`src/sv/rdm_pkg.sv`:
```
// rdm_pkg: constants, opcodes and unit handshake types of the routing density map
// no dependencies; used by rdm_ifs, routing_density_map_top, rdm_div and rdm_satadd
package rdm_pkg;

  localparam int MAX_SIDE   = 64;
  localparam int FRAC_BITS  = 16;
  localparam int COORD_W    = 6;
  localparam int SIDE_W     = 7;
  localparam int CELL_W     = 32;
  localparam int ADDR_W     = 2 * COORD_W;
  localparam int CELL_DEPTH = 1 << ADDR_W;

  // divider operands: (w+h+1) << FRAC_BITS over (w+1)*(h+1)
  localparam int NUM_W     = COORD_W + 1 + FRAC_BITS;
  localparam int DEN_W     = 2 * COORD_W + 1;
  localparam int QUO_W     = FRAC_BITS + 1;
  localparam int DIV_CNT_W = $clog2(NUM_W + 1);
  localparam int DELTA_W   = FRAC_BITS + 2;

  // apb register file
  localparam int PADDR_W   = 3;
  localparam int PDATA_W   = 32;
  localparam int REG_IDX_W = PADDR_W - 2;
  localparam logic [REG_IDX_W-1:0] REG_GRID_SIDE = '0;
  localparam logic [SIDE_W-1:0]    GRID_SIDE_RST = SIDE_W'(32);

  typedef enum logic [1:0] {
    OP_CLEAR = 2'd0,
    OP_RECT  = 2'd1,
    OP_OCC   = 2'd2,
    OP_READ  = 2'd3
  } op_t;

  typedef struct packed {
    logic             start;
    logic [NUM_W-1:0] num;
    logic [DEN_W-1:0] den;
  } div_req_t;

  typedef struct packed {
    logic             busy;
    logic             done;
    logic [QUO_W-1:0] quo;
  } div_rsp_t;

endpackage

```
`src/sv/rdm_satadd.sv`:
```
// rdm_satadd: saturating add of a signed delta to one q16.16 cell
// depends on rdm_pkg (CELL_W, DELTA_W)
module rdm_satadd (
  input  logic signed [rdm_pkg::CELL_W-1:0]  cur,
  input  logic signed [rdm_pkg::DELTA_W-1:0] delta,
  output logic signed [rdm_pkg::CELL_W-1:0]  sum,
  output logic                               clamp
);
  import rdm_pkg::*;

  logic signed [CELL_W:0] wide;

  assign wide  = {cur[CELL_W-1], cur} + (CELL_W + 1)'(delta);
  assign clamp = wide[CELL_W] != wide[CELL_W-1];

  always_comb begin
    if (!clamp) begin
      sum = wide[CELL_W-1:0];
    end else if (wide[CELL_W]) begin
      sum = {1'b1, {(CELL_W-1){1'b0}}};
    end else begin
      sum = {1'b0, {(CELL_W-1){1'b1}}};
    end
  end

endmodule
```
`config.mk`:
```
export PLATFORM = sky130hd
export DESIGN_NAME = rdm_satadd
export DESIGN_NICKNAME = d
export VERILOG_FILES = /design/src/sv/rdm_pkg.sv /design/src/sv/rdm_satadd.sv
export SDC_FILE = /design/constraint.sdc
export NUM_CORES = 1
export LEC_CHECK = 0
export CORE_MARGIN = 4
export CORE_UTILIZATION = 62
export DETAILED_ROUTE_END_ITERATION = 16
export DONT_BUFFER_PORTS = 1
export PLACE_DENSITY = 0.84
export SLEW_MARGIN = 20
export SYNTH_ARGS = -nofsm -noshare
export SYNTH_HDL_FRONTEND = slang
export SYNTH_SLANG_ARGS = --single-unit
```
`constraint.sdc`:
```
create_clock -name vclk -period 3.5
set_clock_uncertainty 0.15 [all_clocks]
set_input_delay 0.525 -clock vclk [all_inputs]
set_output_delay 0.525 -clock vclk [all_outputs]
set_load 0.01 [all_outputs]
```
==> reports/metrics.cfg, run 1 <==
[status]
firstError = [ERROR DPL-0038] Utilization greater than 100%, impossible to legalize
haltStage = 5_1_grt
status = stopped before the end

[placed_design]
place.gp.congestion = 0.975
place_worst_setup_slack_ps = -208
numPortBuffers = 0
dp.final_hpwl_um = 5740

[floorplanning]
die_w_um = 66.2
ios = 83
rows = 20
initial_core_util_pct = 66.5
die_h_um = 66.2

[synthesis]
yosysUniqueCellTypes = 54
synth_warnings = 0
synthCells = 311
synth_top_area_share_pct = 19.1
synth.most_common_cell = a21oi_1
yosys-top-cells-count = a21oi_1 (50), o21ai_0 (33), ha_1 (32)
synth.cell_area_um2 = 2100
synth_nets = 394
synth.avg_cell_area_um2 = 6.75
synth_area_leaders = ha_1 (19%), a21oi_1 (12%), o21ai_0 (7.9%), xnor2_1 (5.8%), xor2_1 (5.0%)
yosysSeqAreaShare_pct = 0
yosysTopAreaCell = ha_1

[sta]
grt_worst_setup_endpoint = sum[30]
worst-ep-kind = top-level output

[global_route]
grt_max_degree = 16

[clocking]
postCtsHoldBufs = 0

==> metrics by stage <==
| step | area [um^2] | hold slack (ps) | instances |
|---|---|---|---|
| floorplan | 2190 | 1190 | 311 |
| global placement | 2590 | 1250 | 395 |
| detailed placement | 2590 | 1260 | 395 |
| CTS | 2750 | 1240 | 400 |
==> cell families after synthesis <==
family	synth area share, %
AO/OA/AOI/OAI	42.5
AND/OR/NAND/NOR	18.9
adder cells (fa/ha/maj)	21.5
buffers and inverters	5.78
XOR/XNOR	10.9
multiplexers	0.477
==> repair_timing <==
| item | CTS |
|---|---|
| setup buffers | 4 |
| setup endpoints to repair | 31 |
| resized for setup | 29 |
| pin swaps | 6 |
| gates cloned | 1 |
==> run 2, diff against run 1 <==
- CORE_UTILIZATION: 62 -> 40
- PLACE_DENSITY: 0.84 -> unset
- PLACE_DENSITY_LB_ADDON: unset -> 0.15
- clock period: 3.5 -> 4.5 ns (I/O delays scaled with it)
==> run 2 against run 1 <==
The flow now finishes without violations. Synthesized cell count unchanged. Synthesized area unchanged.
==> reports/metrics.cfg, run 2 <==
[status]
status = complete, no violations

[floorplanning]
initial_core_util_pct = 41.1
rows = 26
ios = 83
die_h_um = 80.4
die-area_um2 = 6470
design.core.area_um2 = 5110
die_w_um = 80.4

[global_route]
antenna_found_initial = 0
grt_pass1_vias = 2152
grt_pass1_wl_um = 9850
grt.overflow.total = 0
track_usage_pct = 18.0
grt_max_degree = 27

[pwr]
power.density_nw_per_um2 = 207
cellLeakagePower_nw = 0.962
vdd_drop_max_v = 0.0000863

[sta]
setup_viol = 0
fmax_ghz = 0.235
rsz0062_at_grt = yes
setup_slack_ps = 251
tightest_slew_ps = 554
hold_viol_final = 0
period_needed_ps = 4250
drv_slew = 0
period_share_pct = 94.4
relSlewSlack_pct = 63.1

[finish]
area_growth_pct = 3.82
nFlopsAndLatches = 0
regArea_um2 = 0
fin_area_um2 = 2180
mostFrequentLayoutCells = a21oi_1 (50), o21ai_0 (33), ha_1 (32)
drive_above_1_share_pct = 5.23
nNetsFinal = 391
n_clock_buffer = 0
mostFrequentLayoutCell = a21oi_1
diodes = 0

[synthesis]
yosysSeqAreaShare_pct = 0
synthCells = 311
synth.avg_cell_area_um2 = 6.75
synth.cell_area_um2 = 2100
yosysTopAreaCell = ha_1
yosys-top-cells-count = a21oi_1 (50), o21ai_0 (33), ha_1 (32)
synth_area_leaders = ha_1 (19%), a21oi_1 (12%), o21ai_0 (7.9%), xnor2_1 (5.8%), xor2_1 (5.0%)
synth.most_common_cell = a21oi_1
synth_warnings = 0
synth_top_area_share_pct = 19.1
yosysUniqueCellTypes = 54
synth_nets = 394

[routing]
wl_um = 6060
wire_per_inst_um = 16.1
drc_errors = 0
drt_iter0_drc = 87
antenna_left = 0
routed_via_density = 6.03
vias = 2267
dr.pass1.iters = 4

[placed_design]
place.gp.congestion = 0.837
numPortBuffers = 0
place_worst_setup_slack_ps = 251
dp.final_hpwl_um = 5110
dpl-instance-area_um2 = 2170

[clocking]
postCtsHoldBufs = 0

[hold_path]
hp-class = in2out

[worst_setup_path]
critPathKind = in2out
worstPathMaxFanout = 4
start_kind = input port
worstPathArrival_ps = 3420
worstPathRequired_ps = 3670
endpoint_kind = output pin

[flow_run]
cap_violations = 0

-- run 2: per-layer routing --
| layer | part of all wire (%) | track usage, % | wire length [um] |
|---|---|---|---|
| met5 | 0 | 0 | 0 |
| met4 | 0 | 0.507 | 0 |
| met1 | 48 | 26.0 | 2900 |
| met3 | 5.2 | 1.68 | 314 |
| met2 | 47 | 30.4 | 2850 |
-- run 2: what timing repair did --
action	in CTS	in global routing
gates resized for setup	0	1
endpoints found under the setup margin	0	18
buffers inserted	0	0
-- run 2: cell type report --
cell class / count / area, um^2
fill: 576 / 2930
inverter: 17 / 63.8
multi-input combinational: 283 / 1980
tap: 70 / 87.6
timing repair buffer: 6 / 45.0
-- run 2: critical path, stage by stage --
cell	delay, ps
ha_1	210
fa_1	420
a211oi_1	300
and4bb_1	220
o31a_2	290
o211ai_1	190
nand2_1	100
a31oi_1	230
xor2_1	390
buf_4	220
o21ai_0	170
-- run 2: where the power goes --
group | switching, mW | internal, mW
combinational | 0.289 | 0.161
clock | 0 | 0
sequential | 0 | 0
total | 0.289 | 0.161
-- run 2: logic make-up (layout without fill, tap and decap cells) --
| logic type | count (synthesis) | in the layout | share of synthesized area (%) |
|---|---|---|---|
| AND/OR/NAND/NOR | 80 | 80 | 18.9 |
| multiplexers | 1 | 1 | 0.477 |
| buffers and inverters | 28 | 23 | 5.78 |
| XOR/XNOR | 26 | 26 | 10.9 |
| adder cells (fa/ha/maj) | 36 | 36 | 21.5 |
| AO/OA/AOI/OAI | 140 | 140 | 42.5 |
-- run 2: final timing paths --
| path | startpoint | endpoint | slack (ps) | cells after the start |
|---|---|---|---|---|
| worst max-delay path | cur[0] | sum[27] | 250 | 11 |
| worst min-delay path | delta[0] | sum[0] | 1530 | 3 |
-- run 2: stage by stage --
step                util [%]  hold slack, ps  total power, mW  cells  TNS (ps)
floorplan                  -            1490            0.361    311         0
global placement        42.6            1550            0.450    376         0
detailed placement      42.6            1530            0.449    376         0
CTS                     42.6            1530            0.451    376         0
global route            42.7            1570            0.499    376     -74.7
finish                  42.7            1530            0.450    376         0
(Power assumes the default switching activity.)
