## src/sv/rdm_pkg.sv

```systemverilog
// rdm_pkg: constants, opcodes and unit handshake types of the routing density map
// no dependencies; used by rdm_ifs, routing_density_map_top, rdm_div and rdm_satadd
package rdm_pkg;

  localparam int MAX_SIDE   = 64;
  localparam int FRAC_BITS  = 16;
  localparam int COORD_W    = 6;
  localparam int SIDE_W     = 7;
  localparam int CELL_W     = 32;
  localparam int ADDR_W     = 2 * COORD_W;
  localparam int CELL_DEPTH = 1 << ADDR_W;

  // divider operands: (w+h+1) << FRAC_BITS over (w+1)*(h+1)
  localparam int NUM_W     = COORD_W + 1 + FRAC_BITS;
  localparam int DEN_W     = 2 * COORD_W + 1;
  localparam int QUO_W     = FRAC_BITS + 1;
  localparam int DIV_CNT_W = $clog2(NUM_W + 1);
  localparam int DELTA_W   = FRAC_BITS + 2;

  // apb register file
  localparam int PADDR_W   = 3;
  localparam int PDATA_W   = 32;
  localparam int REG_IDX_W = PADDR_W - 2;
  localparam logic [REG_IDX_W-1:0] REG_GRID_SIDE = '0;
  localparam logic [SIDE_W-1:0]    GRID_SIDE_RST = SIDE_W'(32);

  typedef enum logic [1:0] {
    OP_CLEAR = 2'd0,
    OP_RECT  = 2'd1,
    OP_OCC   = 2'd2,
    OP_READ  = 2'd3
  } op_t;

  typedef struct packed {
    logic             start;
    logic [NUM_W-1:0] num;
    logic [DEN_W-1:0] den;
  } div_req_t;

  typedef struct packed {
    logic             busy;
    logic             done;
    logic [QUO_W-1:0] quo;
  } div_rsp_t;

endpackage

```

## src/sv/rdm_div.sv

```systemverilog
// rdm_div: restoring divider, one quotient bit per cycle
// depends on rdm_pkg (operand widths, div_req_t, div_rsp_t)
module rdm_div (
  input  logic              clk,
  input  logic              rst_n,
  input  rdm_pkg::div_req_t req,
  output rdm_pkg::div_rsp_t rsp
);
  import rdm_pkg::*;

  logic                 busy_r, busy_nxt;
  logic                 done_r, done_nxt;
  logic [DIV_CNT_W-1:0] cnt_r, cnt_nxt;
  logic [DEN_W-1:0]     rem_r, rem_nxt;
  logic [NUM_W-1:0]     dq_r, dq_nxt;
  logic [DEN_W-1:0]     den_r, den_nxt;
  logic [DEN_W:0]       trial;
  logic [DEN_W:0]       diff;
  logic                 ge;

  assign trial = {rem_r, dq_r[NUM_W-1]};
  assign ge    = trial >= {1'b0, den_r};
  assign diff  = trial - {1'b0, den_r};

  always_comb begin
    busy_nxt = busy_r;
    done_nxt = 1'b0;
    cnt_nxt  = cnt_r;
    rem_nxt  = rem_r;
    dq_nxt   = dq_r;
    den_nxt  = den_r;
    if (req.start) begin
      busy_nxt = 1'b1;
      cnt_nxt  = '0;
      rem_nxt  = '0;
      dq_nxt   = req.num;
      den_nxt  = req.den;
    end else if (busy_r) begin
      rem_nxt = ge ? diff[DEN_W-1:0] : trial[DEN_W-1:0];
      dq_nxt  = {dq_r[NUM_W-2:0], ge};
      cnt_nxt = cnt_r + 1'b1;
      if (cnt_r == DIV_CNT_W'(NUM_W - 1)) begin
        busy_nxt = 1'b0;
        done_nxt = 1'b1;
      end
    end
  end

  always_ff @(posedge clk) begin
    if (!rst_n) begin
      busy_r <= 1'b0;
      done_r <= 1'b0;
    end else begin
      busy_r <= busy_nxt;
      done_r <= done_nxt;
    end
    cnt_r <= cnt_nxt;
    rem_r <= rem_nxt;
    dq_r  <= dq_nxt;
    den_r <= den_nxt;
  end

  assign rsp.busy = busy_r;
  assign rsp.done = done_r;
  assign rsp.quo  = dq_r[QUO_W-1:0];

endmodule

```

## config.mk

```make
export PLATFORM = sky130hd
export DESIGN_NAME = rdm_div
export DESIGN_NICKNAME = d
export VERILOG_FILES = /design/src/sv/rdm_pkg.sv /design/src/sv/rdm_div.sv
export SDC_FILE = /design/constraint.sdc
export NUM_CORES = 1
export LEC_CHECK = 0
export ABC_CLOCK_PERIOD_IN_PS = 5710
export BUFFER_PORTS_ARGS = -buffer_cell sky130_fd_sc_hd__buf_2
export CAP_MARGIN = 10
export CORE_UTILIZATION = 40
export DETAILED_ROUTE_END_ITERATION = 8
export SLEW_MARGIN = 20
export SYNTH_ARGS = -nofsm -noshare
export SYNTH_HDL_FRONTEND = slang
export SYNTH_SLANG_ARGS = --single-unit
```

## constraint.sdc

```tcl
create_clock -name clk -period 5.71 [get_ports clk]
set_input_delay 0.8565 -clock clk [delete_from_list [all_inputs] [get_ports clk]]
set_output_delay 0.8565 -clock clk [all_outputs]
set_load 0.02 [all_outputs]
```

# Word-level counts from Yosys, hierarchy flattened
# Cells that the tools add are included.
# word_totals
ff_bits	56
wordCells	21
out_inout_bits	19
inputBits	39
# op_classes
n_addsub	2
order_cmp	1
mux	7
n_bitwise	2
eq_ne	1
n_reduce_logical	2
# op_table
operator	n
$mux 23	2
$ge 14x13->1	1
$mux 13	1
$sub 13x13->13	1
$add 5x1->5 const B	1
$eq 5x5->1 const B	1
$mux 1	4
$reduce_or 3->1	1
$not 1->1	2
$reduce_bool 2->1	1

# Depth between registers and ports, before layout
# depth
word_depth	4
mapped_depth	11
depth_no_buf	10

# Worst setup path after synthesis
# No wires, ideal clock.
# synth_path
path_kind	register -> register
from	register dq_r[22]
to	register rem_r[2]
required_ps	5593
synth_period_minus_slack_ps	2421
stages_incl_launch_ff	11
slack_ps	3289
arrival_ps	2304
setup_ps	117
path_buffers	0
path_cell_list	edfxtp_1 inv_1 ha_1 inv_1 fa_1 a211oi_2 o21ai_1 a21oi_4 a21oi_2 or3_2 a32o_1
# synth_via
elab_chain_len	2
word_cells_on_any_way	3
classes_between	add/sub (1); order compare (1); mux (1)
# synth_rtl
element	line_no	rtl
from (decl)	rdm_div.sv:15	logic [NUM_W-1:0] dq_r, dq_nxt;
from (signal assigned)	rdm_div.sv:59	dq_r <= dq_nxt;
$sub 13x13->13 or $ge 14x13->1 (tied branches)	rdm_div.sv:23, rdm_div.sv:22	
$mux 13 (*)	rdm_div.sv:39	rem_nxt = ge ? diff[DEN_W-1:0] : trial[DEN_W-1:0];
to (signal assigned)	rdm_div.sv:58	rem_r <= rem_nxt;
to (decl)	rdm_div.sv:14	logic [DEN_W-1:0] rem_r, rem_nxt;
# Every way passes the cells marked *; elsewhere a longest branch is shown, timed or not.
# A chain may end at the register's enable or synchronous reset.

# Worst setup path in the final report
# layout_path
from	register dq_r[22]
to	register dq_r[0] (data pin)
# layout_via
elab_chain_len	3
# layout_rtl
element	line_no	rtl
$ge 14x13->1	rdm_div.sv:22	assign ge = trial >= {1'b0, den_r};
$mux 23	rdm_div.sv:38	end else if (busy_r) begin
$mux 23	rdm_div.sv:32	if (req.start) begin
named net dq_nxt[0]	rdm_div.sv:15	
# The timed path passes the listed nets, and every way through them passes these cells. The select of a mux whose other input is x is not followed.

==> summary.txt <==
Worst setup path
  • Reg2Reg Setup Slack: 2950 ps
  • Critical path peak fanout: 10
  • Worst path arrival time: 2830 ps
  • CP bufs+invs: 2
  • Critical Path End Type: flip-flop
  • Critical Path, Cell by Cell: inv_1, ha_1, inv_1, fa_1, a211oi_2, o21ai_1, a21oi_4, a21o_1, nand2_1, mux2_2
  • Crit path max-delay family: compound AO/OA/AOI/OAI gates
  • Cell mode on critical path: inv_1
  • CP peak stage delay: 430 ps
  • FF-to-FF path depth: 10
  • Worst R2R Start: dq_r[22]$_DFFE_PP_
  • Crit path launch type: flip-flop
  • Worst EP required: 5780 ps
  • Setup CP Type: reg2reg
  • Worst reg2reg endpoint: dq_r[0]$_DFFE_PP_
  • Critical-path top delay cell: fa_1

Place
  • IO buf count: 57
  • Placer congestion estimate: 0.799
  • Detailed Place HPWL: 4.54 mm
  • Place WS: 2980 ps
  • Placed Area: 3350 um^2

Yosys
  • Yosys warnings: 0
  • Distinct cells, synth: 52
  • Area leader, netlist: edfxtp_1
  • Most common cell in the synthesized netlist: edfxtp_1
  • Post-synth top area share: 0.341
  • Post-synth EDFFs: 36
  • Syn_area_per_cell: 11.3 um^2
  • Post-synth design cell area: 3170 um^2
  • Commonest cells post-synth: 36 x edfxtp_1, 23 x mux2_2, 22 x inv_1
  • Synth top area cells: edfxtp_1 34%, dfxtp_1 13%, mux2_2 8.2%
  • Synth Instances: 281
  • Yosys reg bits: 56
  • Main synth FF type: edfxtp_1
  • Ys async rst share: 0
  • Post-Synthesis Net Count: 336
  • Sequential area share after synthesis: 0.467

Clock tree
  • H-tree Lvls: 2
  • Root Buffer: clkbuf_8
  • TritonCTS Buffers: 5
  • Clk buf depth: 2
  • Number of hold buffers added after cts: 0
  • Clock-pin slew on the worst setup and hold paths: 100 ps
  • Post-CTS Setup Bufs: 0
  • CTS tree: yes
  • Clock Latency Late Sink: 310 ps
  • Clock Sinks: 56
  • PostCTS Resize Cnt: 0

Min path
  • Worst hold endpoint: rem_r[9]$_SDFFE_PP0P_
  • Min-delay src: rem_r[9]$_SDFFE_PP0P_
  • Worst hold path depth: 2
  • Hold Crit Class: reg2reg

Floorplanning
  • Die ar.: 8290 um^2
  • I/O pins: 58
  • # rows: 32
  • Width of the die: 91.0 um
  • Core area: 7690 um^2
  • Die height: 91.0 um
  • Initial core utilization: 0.413

Power
  • Worst vdd ir: 0.102 mV
  • Gate power share: 0.217
  • PD cells: 276 nW/um^2
  • P_sw: 0.000263 W
  • Int Power: 0.000690 W
  • LEAKAGE: 1.45 nW
  • Switching share of total power: 0.276
  • Register share of total power: 0.512
  • Clock power frac: 0.271

Detailed routing
  • Initial DRT Pass Iterations: 6
  • Drt via density: 5.15
  • Post-Route WL: 6.29 mm
  • Remaining DRCs: 0
  • Routed Antenna Nets: 0
  • Routed vias: 2169
  • Drt wl/cell: 14.9 um
  • DRT iter0 DRCs: 198

STA
  • Slew margin rel.: 0.392
  • Finish-stage setup viols: 0
  • Final worst slack: 2950 ps
  • Min Tclk post-route: 2760 ps
  • Worst-Margin Slew: 911 ps
  • Hold Violations, Final: 0
  • Tcrit/Tclk final: 0.483
  • Max Fclk: 363 MHz
  • Max-slew violations: 0
  • RSZ-0062 raised after global routing: false
  • Setup TNS: 0 ps
  • Clk_skew: 7.98 ps

Cells and area
  • Post-synthesis to final-layout area growth: 9.03%
  • Design Area, Final: 3460 um^2
  • Final nets: 373
  • Antenna Cells: 0
  • Layout cells sized above 1: 0.320

Global route
  • Congestion Overflow GR: 0
  • Largest net degree at the start of global routing: 51
  • Number of global-route vias before repair: 2074
  • Initial antenna violation count: 0
  • First-pass GRT wire length: 10.2 mm
  • Gr usage total: 0.157

Flow run
  • Max-cap violations: 0

Run status
  • Status: completed
-- registers in the layout (all words and copies together) (netlist names) --
| signal | cells |
|---|---|
| dq_r | 23 |
| done_r | 1 |
| cnt_r | 5 |
| den_r | 13 |
| rem_r | 13 |
| busy_r | 1 |
-- worst max-delay path by stage --
stage,slack (ps),start,cells past startpoint,end
finish,2950,dq_r[22]$_DFFE_PP_,10,dq_r[0]$_DFFE_PP_
global placement,3050,dq_r[22]$_DFFE_PP_,10,dq_r[0]$_DFFE_PP_
global route,2790,dq_r[22]$_DFFE_PP_,10,dq_r[0]$_DFFE_PP_
CTS,2960,dq_r[22]$_DFFE_PP_,10,dq_r[0]$_DFFE_PP_
detailed placement,2980,dq_r[22]$_DFFE_PP_,10,dq_r[0]$_DFFE_PP_
floorplan,3290,dq_r[22]$_DFFE_PP_,10,rem_r[2]$_SDFFE_PP0P_
-- per-stage QoR --
step,hold slack [ps],instances,utilization,power (W)
2_1_floorplan,454,281,-,0.000665
3_3_place_gp,476,413,0.436,0.000700
3_5_place_dp,478,413,0.436,0.000704
4_1_cts,492,421,0.450,0.000962
5_1_grt,525,421,0.450,0.00100
6_report,499,421,0.450,0.000954
-- cell usage in the layout, fill, tap and decap left out, drive strengths merged, types with 11 or more instances in the layout --
cell,netlist,layout
inv,22,22
nand2,14,14
edfxtp,36,36
ha,15,15
a21oi,12,12
nor2,19,19
mux2,23,23
buf,22,59
dfxtp,20,20
o21ai,11,11
-- power groups by stage --
stage / Combinational, W / Sequential, W / Clock, W
floorplan: 0.000175 / 0.000491 / 0
global placement: 0.000203 / 0.000497 / 0
detailed placement: 0.000206 / 0.000498 / 0
CTS: 0.000208 / 0.000489 / 0.000266
global route: 0.000227 / 0.000493 / 0.000283
finish: 0.000207 / 0.000488 / 0.000258
-- cell type report --
| type | count | area [um^2] |
|---|---|---|
| clock buffer | 6 | 72.6 |
| clock inverter | 2 | 35.0 |
| fill | 768 | 4230 |
| inverter | 22 | 82.6 |
| multi-input combinational | 174 | 1360 |
| sequential | 56 | 1480 |
| tap | 102 | 128 |
| timing repair buffer | 59 | 300 |
-- logic make-up after synthesis --
| family | count (synthesis) | share of synthesized area |
|---|---|---|
| AO/OA/AOI/OAI | 62 | 0.151 |
| AND/OR/NAND/NOR | 59 | 0.0919 |
| flip-flops | 56 | 0.467 |
| buffers and inverters | 51 | 0.105 |
| multiplexers | 23 | 0.0817 |
| adder cells (fa/ha/maj) | 16 | 0.0655 |
| XOR/XNOR | 14 | 0.0387 |
-- layer usage --
layer  vias up  global-route usage  share of wire
met4         0              0.0476          0.012
met3         5              0.0327          0.051
met1      1023               0.219           0.47
li1       1086                   -              -
met2        55               0.246           0.47
met5         -                   0              0
-- tightest hold or removal path: cells and delay by family (launching register included) --
family / cells / cell delay [ps]
flip-flops: 1 / 340
AO/OA/AOI/OAI: 1 / 50
AND/OR/NAND/NOR: 1 / 60
Power figures use the tool's default switching activity.
